--- src/hdl/wps_ram.sv ---
// generic single-port-write, registered-read ram
`default_nettype none

module wps_ram #(
    parameter int WIDTH = 8,
    parameter int DEPTH = 16
) (
    input  logic                     clk,
    input  logic                     we,
    input  logic [$clog2(DEPTH)-1:0] waddr,
    input  logic [WIDTH-1:0]         wdata,
    input  logic                     re,
    input  logic [$clog2(DEPTH)-1:0] raddr,
    output logic [WIDTH-1:0]         rdata
);

    logic [WIDTH-1:0] mem [DEPTH];

    // write port
    always_ff @(posedge clk)
    begin
        if (we)
        begin
            mem[waddr] <= wdata;
        end
    end

    // registered read port, data holds between reads
    always_ff @(posedge clk)
    begin
        if (re)
        begin
            rdata <= mem[raddr];
        end
    end

endmodule

`default_nettype wire

--- config.mk ---
export PLATFORM = sky130hd
export DESIGN_NAME = wps_ram
export DESIGN_NICKNAME = d
export VERILOG_FILES = /design/src/hdl/wps_ram.sv
export SDC_FILE = /design/constraint.sdc
export NUM_CORES = 1
export LEC_CHECK = 0
export ABC_AREA = 1
export BUFFER_PORTS_ARGS = -buffer_cell sky130_fd_sc_hd__buf_2
export CORE_ASPECT_RATIO = 0.75
export CORE_MARGIN = 2
export CORE_UTILIZATION = 61
export DETAILED_ROUTE_END_ITERATION = 10
export GPL_ROUTABILITY_DRIVEN = 1
export PLACE_DENSITY = 0.83
export SETUP_SLACK_MARGIN = 0.05
export SLEW_MARGIN = 20
export SYNTH_ARGS = -nofsm -noshare
export SYNTH_HDL_FRONTEND = slang
export SYNTH_SLANG_ARGS = --single-unit
--- constraint.sdc ---
create_clock -name clk -period 1.65 [get_ports clk]
set_clock_uncertainty 0.15 [all_clocks]
set_input_delay 0.33 -clock clk [delete_from_list [all_inputs] [get_ports clk]]
set_output_delay 0.33 -clock clk [all_outputs]
set_load 0.1 [all_outputs]
# Yosys cells after proc, flatten, opt, wreduce, memory -nomap -nowiden
# Memory sizes are Yosys's and may differ from the RTL's. A register that Yosys moved wholly into a read port is not among the register bits.
# Cells that the tools add are included.
# classes
mux	2
# ops
cell	count
$mux 1	2
# word_totals
reg_bits	0
ramBits	128
word_cells	3
n_memories	1
# mem_list
memory	words	word_bits	read_ports	rd_clocked_by_memory_dff	write_ports	line	rtl
mem	16	8	1	1	1	17	logic [WIDTH-1:0] mem [DEPTH];

# Longest topological paths before layout
# Gate-level depths: netlist of run 1.
# logic_depth
word_depth	2
mapped_depth	8

# Worst setup path after synthesis of run 1
# OpenSTA, ideal clock, no wires.
# synth_timing
kind	input-to-reg
startpoint	input waddr[2]
endpoint	memory mem[10][0], enable pin
arrival_time_ns	0.911
required_time_ns	1.130
path_slack_ns	0.219
stages	2
n_path_buf	0
cell_sequence	nand3b_1 -> nor2_1
# synth_lines
element	line	rtl
start, declared	10	input logic [$clog2(DEPTH)-1:0] waddr,
end, declared	17	
# Straight into the memory's write port.

# Worst setup path in the final report of run 1
# layout_timing
startpoint	register rdata[4], read port of mem
endpoint	output rdata[4]
# layout_lines
element	line	rtl
start, declared	14	output logic [WIDTH-1:0] rdata
# No word-level cell between the ends.

==> qor.yml, run 1 <==
detailed_routing:
  wire_per_inst_um: 17.8
  wl_met1_mm: 5.36
  dr.max_layer_used: "met4"
  wl_met2_mm: 5.94
  via_per_inst: 5.42
  route.detailed.drc: 0
  vias: 4003
  postRouteAntennaNets: 0
  totalWireLength_mm: 13.2
  dr.first_iter.drc_count: 547
  dr_wl_met3_mm: 1.67
  firstDrtPassIters: 6
cts:
  hold_buffers: 0
  postCtsSetupBuffers: 0
  cts_buffers: 17
  clkTransAtPathRegs_ns: 0.06
  cts_root_buf: "clkbuf_16"
  h-tree-depth: 4
  clk_latency_ns: 0.41
  cts_buffer_depth: 2
  post_cts_resized: 9
  cts_num_sinks: 136
  cts_tree: "built"
worst_setup_path:
  critPathCaptureType: "primary output"
  arrival_ns: 1.10
  worst-path-max-fanout: 1
  cp_top_family: "flip-flops"
  cpPeakStageDelay_ns: 0.38
  start_kind: "flip-flop"
  crit_chain: "buf_4"
  path_buf_inv: 1
  reg2regPathDepth: 6
  worst-setup-path-type: "reg -> out"
  crit_slowest_cell: "edfxtp_1"
  crit_cells: 1
  cp.required_ns: 1.17
yosys:
  synth-simple-area-share_pct: 20.8
  synth_xor_area_share_pct: 0
  ys_ff_latch: 136
  synth_nets: 570
  synth.avg_cell_area_um2: 10.6
  synth_top_family_by_area: "simple AND/OR/NAND/NOR gates"
  yosysWarnings: 0
  synth-seq-area-share_pct: 69.8
  muxShareOfSynthArea_pct: 0
  synthAdderAreaFrac_pct: 0
  synthDistinctLibCells: 11
  netlist_area_mm2: 0.00585
  synth_compound_area_share_pct: 0
  syn_inst: 551
grt:
  grtUsageTotal_pct: 28.0
  grt_max_degree: 33
  grt_overflow: 0
  grt_pass1_wl_mm: 20.3
  first_global_vias: 3824
  antenna_found_initial: 0
power:
  p_per_area_mw_per_mm2: 1180
  ir_drop_mv: 0.875
  p_leak_uw: 0.00295
  power.total_uw: 8010
sta:
  setup-violations-final: 0
  rsz0062_at_grt: "false"
  post-route-min-period_ns: 1.58
  hold_viol: 0
  finalMaxSlewViolations: 0
  fin_tns_setup_ns: 0
  worst_slew_pin_slew_ns: 0.593
  max_freq_ghz: 0.634
  min_period_over_period_pct: 95.6
  worst_hold_slack_ns: 0.138
  slew_headroom_pct: 60.4
worst_hold_path:
  hold_class: "in -> reg"
  hold_depth: 1
placed_design:
  hpwlAfterDp_mm: 8.34
  numPortBuffers: 26
  routabilityCongestion: 0.923
  place_area_mm2: 0.00620
  dp_cells: 707
floorplan:
  rows: 30
  design.core.area_mm2: 0.00920
  initial_core_util_pct: 63.6
  die_y_um: 88.8
  die_width_um: 117
  die_area_mm2: 0.0104
  ios: 27
status:
  run_status: "completed"
finish:
  drive_above_1_share_pct: 12.9
  multi_input_area_mm2: 0.00121
  nets: 617
  final_cell_mix: "173 x nand2_1, 136 x edfxtp_1, 100 x inv_1, 97 x nand3_1, 29 x buf_4"
  diodes: 0
  area_delta_synth_final_pct: 15.9
  seq_area_mm2: 0.00408
  stdcell_area_mm2: 0.00678
  final_cells: 739
  mostFrequentLayoutCell: "nand2_1"
  nFillCells: 614
flow_run:
  cap_violations: 0
-- cell type report --
cell class	count	share of cell area, %
clock buffer	19	6.39
timing repair buffer	52	5.76
multi-input combinational	289	17.9
sequential	136	60.3
inverter	102	5.65
clock inverter	13	1.64
tap	128	2.36
-- cell families after synthesis --
group / count (synthesis)
simple gates: 289
buf+inv: 126
flops: 136
-- synth_stat cells --
| cell | number | share of area [%] |
|---|---|---|
| inv_2 | 2 | 0.13 |
| buf_2 | 13 | 1.1 |
| buf_1 | 1 | 0.064 |
| nand3_1 | 97 | 8.3 |
| buf_6 | 6 | 1.2 |
| nand3b_1 | 2 | 0.26 |
| edfxtp_1 | 136 | 70 |
| inv_1 | 100 | 6.4 |
| nand2_1 | 173 | 11 |
| buf_4 | 4 | 0.51 |
| nor2_1 | 17 | 1.1 |
-- report_power, final --
| part | internal [uW] | total (uW) | switching (uW) |
|---|---|---|---|
| logic | 161 | 615 | 454 |
| clock network | 2180 | 3470 | 1300 |
| registers | 3900 | 3920 | 26.1 |
-- flip-flops by register name, summed over array words and instances, names as in the netlist --
register	count
mem	128
rdata	8
-- path summary, 6_finish.rpt --
path | slack (ns) | from | endpoint
worst min-delay path | 0.14 | re | rdata[6]
worst min register to register | 0.60 | mem[14][4] | rdata[4]
worst max-delay path | 0.07 | rdata[4] | rdata[4]
worst max register to register | 0.32 | mem[0][2] | rdata[2]
-- metal layers --
metal | up-vias | global-route usage (%)
met5 | - | 0
met4 | 0 | 9.30
met3 | 20 | 9.45
met2 | 261 | 41.2
met1 | 1844 | 39.8
li1 | 1878 | -
-- metrics by stage --
step / util [%] / setup WS [ns]
CTS: 73.6 / 0.0362
global route: 73.7 / 0.0675
detailed placement: 67.5 / -0.0570
global placement: 67.5 / -0.0354
finish: 73.7 / 0.0725
floorplan: - / 0.219
(Power assumes the default switching activity.)
==> run 2: changes to the inputs <==
Settings changed: CORE_MARGIN 2 to unset.
==> run 2 against run 1 <==
Effect of this change: maximum frequency increased by 0.32%; routed wire length increased by 9.6%; worst setup slack improved by 0.0050 ns; die area decreased by 3.9%; global-route usage increased by 3.5 points; first-iteration DRC count increased by 16%; cell area increased by 1.3%; hold slack got worse by 0.011 ns; largest cell class unchanged.
==> qor.yml, run 2 (same netlist as run 1, synthesis figures left out) <==
status:
  run_status: "completed"
detailed_routing:
  dr_wl_met3_mm: 1.99
  wire_per_inst_um: 19.5
  route.detailed.drc: 0
  vias: 4252
  firstDrtPassIters: 6
  via_per_inst: 5.75
  totalWireLength_mm: 14.5
  wl_met1_mm: 5.35
  postRouteAntennaNets: 0
  dr.max_layer_used: "met4"
  dr.first_iter.drc_count: 634
  wl_met2_mm: 6.62
worst_setup_path:
  start_kind: "flip-flop"
  critPathCaptureType: "primary output"
  r2r_start: "mem[13][7]"
  reg2reg_to: "rdata[7]"
  crit_slowest_cell: "edfxtp_1"
  path_buf_inv: 1
  rrSetupSlack_ns: 0.27
  worst-path-max-fanout: 1
  cp_top_family: "flip-flops"
  arrival_ns: 1.09
  worst-setup-path-type: "reg -> out"
  cpPeakStageDelay_ns: 0.38
  reg2regPathDepth: 6
  crit_chain: "buf_4"
  cp.required_ns: 1.17
cts:
  h-tree-depth: 4
  cts_buffers: 17
  cts_tree: "built"
  post_cts_resized: 8
  hold_buffers: 0
  clk_latency_ns: 0.42
  cts_buffer_depth: 2
  clkTransAtPathRegs_ns: 0.06
  postCtsSetupBuffers: 0
  cts_root_buf: "clkbuf_16"
  cts_num_sinks: 136
placed_design:
  routabilityCongestion: 0.842
  place_area_mm2: 0.00621
  dp_cells: 708
  numPortBuffers: 26
  hpwlAfterDp_mm: 8.43
finish:
  mostFrequentLayoutCell: "nand2_1"
  diodes: 0
  multi_input_area_mm2: 0.00121
  reg_top3: "mem x128, rdata x8"
  seq_area_mm2: 0.00408
  drive_above_1_share_pct: 13.7
  final_cells: 740
  nFillCells: 576
  final_cell_mix: "173 x nand2_1, 136 x edfxtp_1, 100 x inv_1, 97 x nand3_1, 32 x buf_4"
  largest_register_ffs: 128
  area_delta_synth_final_pct: 17.4
  nets: 618
  regMostFlops: "mem"
  stdcell_area_mm2: 0.00687
sta:
  rsz0062_at_grt: "false"
  worst_slew_pin_slew_ns: 0.628
  slew_headroom_pct: 58.1
  finalMaxSlewViolations: 0
  setup-violations-final: 0
  hold_viol: 0
  max_freq_ghz: 0.636
  min_period_over_period_pct: 95.3
  worst_hold_slack_ns: 0.127
  post-route-min-period_ns: 1.57
floorplan:
  die_area_mm2: 0.00998
  initial_core_util_pct: 63.8
  ios: 27
  die_y_um: 86.8
  rows: 30
  design.core.area_mm2: 0.00916
  die_width_um: 115
flow_run:
  cap_violations: 0
worst_hold_path:
  min_to: "rdata[0]"
  hold_depth: 1
  hp-start: "re"
  hold_class: "in -> reg"
grt:
  grtUsageTotal_pct: 31.4
  first_global_vias: 4021
  grt_max_degree: 33
  grt_pass1_wl_mm: 22.1
  grt_overflow: 0
  antenna_found_initial: 0
power:
  p_leak_uw: 0.00300
  ir_drop_mv: 0.714
  p_per_area_mw_per_mm2: 1260
## run 2: cell types whose count changed in the layout (fill, tap and decap cells not counted)
cell	before	now
buf_4	29	32
buf_6	2	0
clkinv_1	5	1
bufinv_16	2	5
clkinv_4	0	3
clkinv_2	5	3
## run 2: area by class of cell
type,count,share of cell area [%]
tap,128,2.33
clock inverter,13,2.95
timing repair buffer,53,5.69
inverter,102,5.58
clock buffer,19,6.30
sequential,136,59.5
multi-input combinational,289,17.7
## run 2: layer usage
| metal | global-route usage [%] | vias up |
|---|---|---|
| met1 | 42.0 | 1980 |
| met4 | 14.4 | 0 |
| met3 | 9.23 | 53 |
| met2 | 48.2 | 341 |
| li1 | - | 1878 |
| met5 | 0 | - |
## run 2: worst max-delay path by stage
stage / start / end / slack (ns) / cells after the start
6_report: rdata[3] / rdata[3] / 0.08 / 1
5_1_grt: rdata[3] / rdata[3] / 0.06 / 1
4_1_cts: rdata[3] / rdata[3] / 0.07 / 1
3_5_place_dp: raddr[1] / rdata[7] / -0.07 / 6
3_3_place_gp: raddr[1] / rdata[7] / -0.06 / 6
2_1_floorplan: waddr[2] / mem[10][0] / 0.22 / 2
## run 2: stage by stage
stage	TNS (ns)	setup slack [ns]	power, uW	utilization [%]
floorplan	0	0.219	4380	-
global placement	-0.0639	-0.0639	4570	67.8
detailed placement	-0.119	-0.0729	4590	67.8
CTS	0	0.0680	8630	75.0
global route	0	0.0590	8820	75.0
finish	0	0.0774	8650	75.0
## run 2: power by group
part | switching [uW] | total (uW) | internal, uW
clock network | 1420 | 4090 | 2670
logic | 481 | 641 | 160
registers | 22.9 | 3920 | 3890
total | 1920 | 8650 | 6730
