File: config.mk
export PLATFORM = sky130hd
export DESIGN_NAME = wps_div
export DESIGN_NICKNAME = d
export VERILOG_FILES = /design/src/hdl/wps_pkg.sv /design/src/hdl/wps_div.sv
export SDC_FILE = /design/constraint.sdc
export NUM_CORES = 1
export LEC_CHECK = 0
export ABC_CLOCK_PERIOD_IN_PS = 3540
export BUFFER_PORTS_ARGS = -buffer_cell sky130_fd_sc_hd__buf_4
export CAP_MARGIN = 10
export CORE_ASPECT_RATIO = 0.75
export CORE_MARGIN = 1.5
export CORE_UTILIZATION = 45
export CTS_CLUSTER_DIAMETER = 200
export DETAILED_ROUTE_END_ITERATION = 8
export PLACE_DENSITY = 0.66
export SLEW_MARGIN = 5
export SYNTH_ARGS = -nofsm -noshare
export SYNTH_HDL_FRONTEND = slang
export SYNTH_SLANG_ARGS = --single-unit
File: constraint.sdc
create_clock -name clk -period 3.54 [get_ports clk]
set_input_delay 0.354 -clock clk [delete_from_list [all_inputs] [get_ports clk]]
set_output_delay 0.354 -clock clk [all_outputs]
set_load 0.03 [all_outputs]
File: src/hdl/wps_pkg.sv
// shared constants, waypoint record type and helpers for the waypoint pose sequencer
`default_nettype none

package wps_pkg;

    // table geometry
    localparam int MAX_SHOTS = 16;
    localparam int IDX_W     = $clog2(MAX_SHOTS);
    localparam int CNT_W     = $clog2(MAX_SHOTS + 1);

    // q1.16 fraction, saturated at one
    localparam int FRAC_BITS = 16;
    localparam int FRAC_W    = FRAC_BITS + 1;
    localparam logic [FRAC_W-1:0] FRAC_ONE = FRAC_W'(1) << FRAC_BITS;

    // travel time after reset: 5 s in q16.16
    localparam logic [31:0] TRAVEL_TIME_RST = 32'd327680;

    // item commands
    localparam logic CMD_TICK = 1'b0;
    localparam logic CMD_ADD  = 1'b1;

    // pose components, in the order they are stepped
    localparam int POSE_N = 5;
    localparam int COMP_W = $clog2(POSE_N);
    localparam logic [COMP_W-1:0] COMP_PITCH = COMP_W'(0);
    localparam logic [COMP_W-1:0] COMP_YAW   = COMP_W'(1);
    localparam logic [COMP_W-1:0] COMP_X     = COMP_W'(2);
    localparam logic [COMP_W-1:0] COMP_Y     = COMP_W'(3);
    localparam logic [COMP_W-1:0] COMP_Z     = COMP_W'(4);
    localparam logic [COMP_W-1:0] COMP_LAST  = COMP_Z;

    // one waypoint as held in the table
    typedef struct packed {
        logic [31:0] pitch;
        logic [31:0] yaw;
        logic [31:0] x;
        logic [31:0] y;
        logic [31:0] z;
        logic [31:0] dwell;
    } wp_t;

    localparam int WP_W = $bits(wp_t);

    // pick one pose component of a waypoint
    function automatic logic [31:0] wp_comp(input wp_t w, input logic [COMP_W-1:0] k);
        logic [31:0] r;
        r = '0;
        unique case (k)
            COMP_PITCH: r = w.pitch;
            COMP_YAW:   r = w.yaw;
            COMP_X:     r = w.x;
            COMP_Y:     r = w.y;
            COMP_Z:     r = w.z;
            default:    r = '0;
        endcase
        return r;
    endfunction

endpackage

`default_nettype wire

File: src/hdl/wps_div.sv
// serial divider giving the saturated q1.16 fraction timer / travel_time
`default_nettype none

module wps_div
    import wps_pkg::*;
(
    input  logic              clk,
    input  logic              rst_n,
    input  logic              start,
    input  logic [31:0]       dividend,
    input  logic [31:0]       divisor,
    output logic              done,
    output logic [FRAC_W-1:0] quot
);

    localparam int STEP_W = $clog2(FRAC_BITS + 1);

    logic              busy_reg;
    logic              done_reg;
    logic [STEP_W-1:0] step_reg;
    logic [31:0]       rem_reg;
    logic [FRAC_W-1:0] quot_reg;
    logic [32:0]       rem_shift;
    logic              fits;

    // one quotient bit per cycle
    assign rem_shift = {rem_reg, 1'b0};
    assign fits      = rem_shift >= {1'b0, divisor};

    // control
    always_ff @(posedge clk or negedge rst_n)
    begin
        if (!rst_n)
        begin
            busy_reg <= 1'b0;
            done_reg <= 1'b0;
            step_reg <= '0;
        end
        else
        begin
            done_reg <= 1'b0;
            if (start)
            begin
                // timer at or past travel time (or zero travel time) saturates at one
                if (dividend >= divisor)
                begin
                    done_reg <= 1'b1;
                end
                else
                begin
                    busy_reg <= 1'b1;
                    step_reg <= STEP_W'(FRAC_BITS);
                end
            end
            else if (busy_reg)
            begin
                step_reg <= step_reg - STEP_W'(1);
                if (step_reg == STEP_W'(1))
                begin
                    busy_reg <= 1'b0;
                    done_reg <= 1'b1;
                end
            end
        end
    end

    // datapath
    always_ff @(posedge clk)
    begin
        if (start)
        begin
            rem_reg  <= dividend;
            quot_reg <= (dividend >= divisor) ? FRAC_ONE : '0;
        end
        else if (busy_reg)
        begin
            rem_reg  <= fits ? 32'(rem_shift - {1'b0, divisor}) : rem_shift[31:0];
            quot_reg <= {quot_reg[FRAC_W-2:0], fits};
        end
    end

    assign done = done_reg;
    assign quot = quot_reg;

endmodule

`default_nettype wire

# --- Word level (Yosys, flattened, before mapping) ---
# Cells that the tools add are included.
classes:
  n_eq_ne: 2
  add_sub_neg: 2
  magnitude_cmp: 2
  muxes: 17
  n_reduce_logical: 2
op_table:
  columns: ["cell", "count"]
  rows:
  - ["$mux 32", 3]
  - ["$mux 17", 3]
  - ["$ge 33x32->1", 1]
  - ["$ge 32x32->1", 1]
  - ["$sub 32x32->32", 1]
  - ["$mux 5", 3]
  - ["$mux 1", 8]
  - ["$eq 5x1->1 const B", 1]
  - ["$sub 5x1->5 const B", 1]
  - ["$ne 2x2->1 const B", 1]
  - ["$reduce_and 2->1", 1]
  - ["$reduce_bool 2->1", 1]
totals:
  ff_bits: 56

# --- Longest topological paths before layout ---
logic_depth:
  depth_word: 4
  mapped_depth: 12

# --- Least setup slack after synthesis ---
# No wires, ideal clock.
synth_timing:
  path_type: "input -> register"
  start: "input divisor[21]"
  end: "register rem_reg[1], data pin"
  stages: 12
  path_buffers: 2
  setup_slack_ps: 858
  t_required_ps: 3281
  arrival_ps: 2423
  cell_sequence: "inv_1 > ha_1 > buf_6 > and3_1 > a221o_1 > a21oi_1 > nand3_1 > o211ai_2 > a31o_4 > buf_6 > a21oi_2 > o31a_1"
synth_via:
  elab_chain_len: 4
synth_rtl:
  columns: ["item", "line", "text"]
  rows:
  - ["from (decl)", "wps_div.sv:11", "input logic [31:0] divisor,"]
  - ["$ge 33x32->1", "wps_div.sv:28", "assign fits = rem_shift >= {1'b0, divisor};"]
  - ["$mux 32", "wps_div.sv:77", "rem_reg <= fits ? 32'(rem_shift - {1'b0, divisor}) : rem_shift[31:0];"]
  - ["$mux 32", "wps_div.sv:75", "else if (busy_reg)"]
  - ["$mux 32", "wps_div.sv:70", "if (start)"]
  - ["to (signal assigned)", "wps_div.sv:72", "rem_reg <= dividend;"]
  - ["to (signal assigned)", "wps_div.sv:77", null]
  - ["to (decl)", "wps_div.sv:21", "logic [31:0] rem_reg;"]
# Every way passes these cells. The select of a mux whose other input is x is not followed.
# A chain may end at the register's enable or synchronous reset.

# --- Worst setup path in the final report ---
layout_timing:
  start: "register rem_reg[19]"
  end: "register rem_reg[25], data pin"
layout_via:
  elab_chain_len: 4
  elab_cells_between_ends: 5
layout_rtl:
  columns: ["item", "line"]
  rows:
  - ["$sub 32x32->32 or $ge 33x32->1 (tied branches)", "wps_div.sv:77, wps_div.sv:28"]
  - ["$mux 32 *", "wps_div.sv:77"]
  - ["$mux 32 *", "wps_div.sv:75"]
  - ["$mux 32 *", "wps_div.sv:70"]
# Every way passes the cells marked *; elsewhere a longest branch is shown, timed or not. The select of a mux whose other input is x is not followed.

==> impl_results.rst <==
.. list-table::
   :header-rows: 1

   * - Metric
     - Value
   * - Total wirelength of the detailed-routed design
     - between 10000 and 15000 µm
   * - Post-synthesis instance area
     - between 5000 and 6000 µm²
   * - PwrDens
     - approximately 770 nW/µm²
   * - Area of the core region
     - around 12000 µm²
   * - Setup repair after global routing missed its margin
     - no
   * - Final standard cell utilization of the core
     - a little over half
   * - Cell Int Power
     - ~2.6 mW
   * - Total grt overflow
     - 0
   * - Cell count after synthesis
     - between 600 and 700
   * - Vias in the first global route
     - between 4000 and 5000
   * - Max Clock Skew
     - between 0.006 and 0.007 ns
   * - Root cell of the clock tree
     - sky130_fd_sc_hd__clkbuf_16
   * - Die Ht
     - just under 100 µm
   * - Result of the run
     - finished clean
   * - Number of max-capacitance violations reported
     - 0
   * - Time the final worst path needs with I/O delays and setup
     - 3.17 ns
   * - Portion of total power attributed to the clock network
     - around an eighth
   * - Final Power
     - around 5 mW
   * - Width of the chip
     - around 130 µm
   * - Switch Pwr
     - ~2.3 mW
   * - Synthesized Nets
     - 750
   * - Average size of a mapped cell
     - around 8.8 µm²
   * - Number of antenna violations at the first check in global routing
     - 0
   * - Number of storage elements in the synthesis netlist
     - 56
   * - Top cell type by total area after synthesis
     - sky130_fd_sc_hd__edfxtp_1
   * - Final #Nets
     - 818
   * - HPWL after DPL
     - 11000 µm
   * - DRC violation count after routing
     - 0
   * - Worst Path Arrival
     - 3.23 ns
   * - CTS max path bufs
     - 2
   * - Synth unique cells
     - 66
   * - Worst path max stage delay
     - around 0.48 ns
   * - Worst-case vdd ir drop
     - around 0.28 mV
   * - Critical Path Fanout Max
     - 31
   * - List of most frequent post-synthesis cells
     - 66 x sky130_fd_sc_hd__ha_1, 49 x sky130_fd_sc_hd__edfxtp_1, 46 x sky130_fd_sc_hd__nor2_1
   * - Final setup vio count
     - 0
   * - Final hold violations
     - 0
   * - Routed vias/inst
     - roughly 5.9
   * - Global routing usage summed across all routing layers
     - 23.8%
   * - Number of synthesized flops with an enable pin
     - 49
   * - Hold buffers post-CTS
     - 1
   * - Most used flip-flop cell after synthesis
     - sky130_fd_sc_hd__edfxtp_1
   * - Category of cells accounting for the largest share of critical-path delay
     - compound AO/OA/AOI/OAI gates
   * - Final-report max-slew violation count
     - 0
   * - Hold/Removal Path Class
     - primary input to flop
   * - Violation count after the first detailed-route iteration
     - around 300
   * - Relative slew slack
     - a little over two fifths
   * - Wire length of the first global-routing pass
     - approximately 24000 µm
   * - Dpl cell area
     - 6180 µm²
   * - Design area
     - 6360 µm²
   * - Synth Warn #
     - 0
   * - Cell with the most instances after synthesis
     - sky130_fd_sc_hd__ha_1
   * - Power share of the combinational group
     - a little over three fifths
   * - Count of placed standard cells including taps
     - ~840
   * - Worst Path Required
     - between 3 and 4 ns
   * - Worst-margin pin slew
     - ~0.85 ns
   * - Critical path start-end classification
     - flop to flop
   * - Switching part of the total power
     - a little under half
   * - Worst-path clk slew
     - ~0.08 ns
   * - Area share of the largest cell type after synthesis
     - 27.1%
   * - Clock sinks
     - 56
   * - Number of inserted diodes
     - 0
   * - Rows
     - 34
   * - Clock network latency to the later pin of the worst-skew pair
     - approximately 0.3 ns
   * - Total die area
     - about 13000 µm²
   * - Max FFs per register
     - 32
   * - Post-CTS setup buffer count
     - 0
   * - Maximum number of pins on one net before global-route repair
     - 65
   * - F_max
     - about 0.32 GHz
   * - Async set-reset flop share out of synthesis
     - roughly an eighth
   * - Port bufs
     - 84
   * - Boundary Pins
     - 85
   * - Crit share post-route
     - between 80 and 90%
   * - Number of buffers added by the clock tree synthesis step
     - 5
   * - Share of synthesized area occupied by flip-flops and latches
     - a little under a third
   * - Post_cts resized
     - 0
   * - Critical Path Sink Type
     - flop
   * - Fin cells
     - 847
   * - Routed WL per cell
     - about 17 µm
   * - Area growth from synthesis to layout
     - 17.3%
   * - H-tree level count
     - 2
   * - GPL Wtd Cong
     - between 0.9 and 1
   * - Sequential share of power
     - between 20% and 30%
   * - Kind of start point of the critical path
     - flop
   * - Filler cell count in the final layout
     - 1127
   * - Number of optimization iterations in the first detailed-route pass
     - 5
   * - CTS tree
     - built
   * - Setup TNS
     - 0 ns
   * - Final antenna-violating net count
     - 0
   * - Sequence of cells on the critical path
     - ha_1 -> a21o_1 -> a221o_1 -> a21oi_1 -> nand3_1 -> o211ai_2 -> a31o_4 -> a211oi_1 -> a311o_1
   * - Cell with the biggest individual delay on the critical path
     - sky130_fd_sc_hd__a31o_4
   * - Number of buffer and inverter instances along the worst setup path
     - 0
   * - Starting Density
     - roughly 47%
   * - Leading cell types by total area after synthesis
     - sky130_fd_sc_hd__edfxtp_1 27%, sky130_fd_sc_hd__ha_1 15%, sky130_fd_sc_hd__a21oi_1 4.0%
   * - FF-to-FF setup slack
     - 0.37 ns
   * - Fraction of final layout cells with drive strength greater than 1
     - 17.5%
   * - Overall via count from detail_route
     - 5036
   * - Cell leakage power
     - roughly 2.8 nW
==> power groups by stage <==
| stage | Combinational, mW | Sequential, mW | Clock (mW) |
|---|---|---|---|
| after floorplan | 2.23 | 1.28 | 0 |
| after global placement | 2.96 | 1.24 | 0 |
| after detailed placement | 3.02 | 1.25 | 0 |
| after CTS | 3.04 | 1.24 | 0.590 |
| after global routing | 3.39 | 1.28 | 0.609 |
| final | 3.08 | 1.25 | 0.578 |
==> placed cells by master (no fill, tap or decap), types with 23 or more instances in the layout <==
cell type	netlist	layout
sky130_fd_sc_hd__nor2_1	46	46
sky130_fd_sc_hd__nand2_1	40	40
sky130_fd_sc_hd__a21oi_1	43	43
sky130_fd_sc_hd__a21o_1	24	24
sky130_fd_sc_hd__xnor2_1	23	23
sky130_fd_sc_hd__nand3_1	23	23
sky130_fd_sc_hd__buf_4	2	91
sky130_fd_sc_hd__ha_1	66	66
sky130_fd_sc_hd__nand4_1	25	25
sky130_fd_sc_hd__o21ai_0	39	39
sky130_fd_sc_hd__edfxtp_1	49	49
sky130_fd_sc_hd__inv_1	44	44
==> per-stage QoR <==
stage | hold slack (ns) | worst slack [ns]
floorplan | 0.0584 | 0.858
global placement | 0.174 | 0.414
detailed placement | 0.175 | 0.347
CTS | 0.354 | 0.415
global route | 0.366 | 0.236
finish | 0.357 | 0.366
==> cell families (layout without fill, tap and decap cells) <==
group | Yosys count | after routing | synth area share (%)
AOI/OAI and AO/OA | 195 | 195 | 25.5
and+or+nand+nor | 195 | 195 | 18.2
buffers and inverters | 76 | 145 | 5.93
adders and majority gates | 67 | 67 | 15.6
DFF | 56 | 56 | 30.4
xor gates and xnor gates | 27 | 27 | 4.36
==> metal layers <==
| metal | vias to the layer above | routed length (µm) | global-route usage [%] |
|---|---|---|---|
| li1 | 2445 | - | - |
| met1 | 2419 | 7200 | 35.2 |
| met2 | 162 | 6450 | 36.3 |
| met3 | 10 | 935 | 3.73 |
| met4 | 0 | 167 | 5.73 |
| met5 | - | 0 | 0 |
==> area by class of cell <==
type                            instances  area (µm²)  share of cell area (%)
Clock buffer                            6         150                    2.36
Clock inverter                          2        17.5                   0.275
Inverter                               44         165                    2.60
Multi-Input combinational cell        484        3460                    54.5
Sequential cell                        56        1650                    25.9
Tap cell                              162         203                    3.19
Timing Repair Buffer                   93         713                    11.2
==> final timing paths <==
kind                              start     endpoint  depth (start not counted)
max in group asynchronous         rst_n  step_reg[3]                          2
min in group asynchronous         rst_n  step_reg[2]                          2
hold / removal             dividend[18]  rem_reg[18]                          3
setup reg to reg            rem_reg[19]  rem_reg[25]                          9
hold reg to reg             step_reg[4]  step_reg[4]                          2
setup / recovery            rem_reg[19]  rem_reg[25]                          9
==> tightest hold or removal path, cell delays in order <==
cell and delay, ns:
sky130_fd_sc_hd__buf_4 0.09, sky130_fd_sc_hd__nand2_1 0.05, sky130_fd_sc_hd__o311ai_2 0.06
Power figures use the tool's default switching activity.
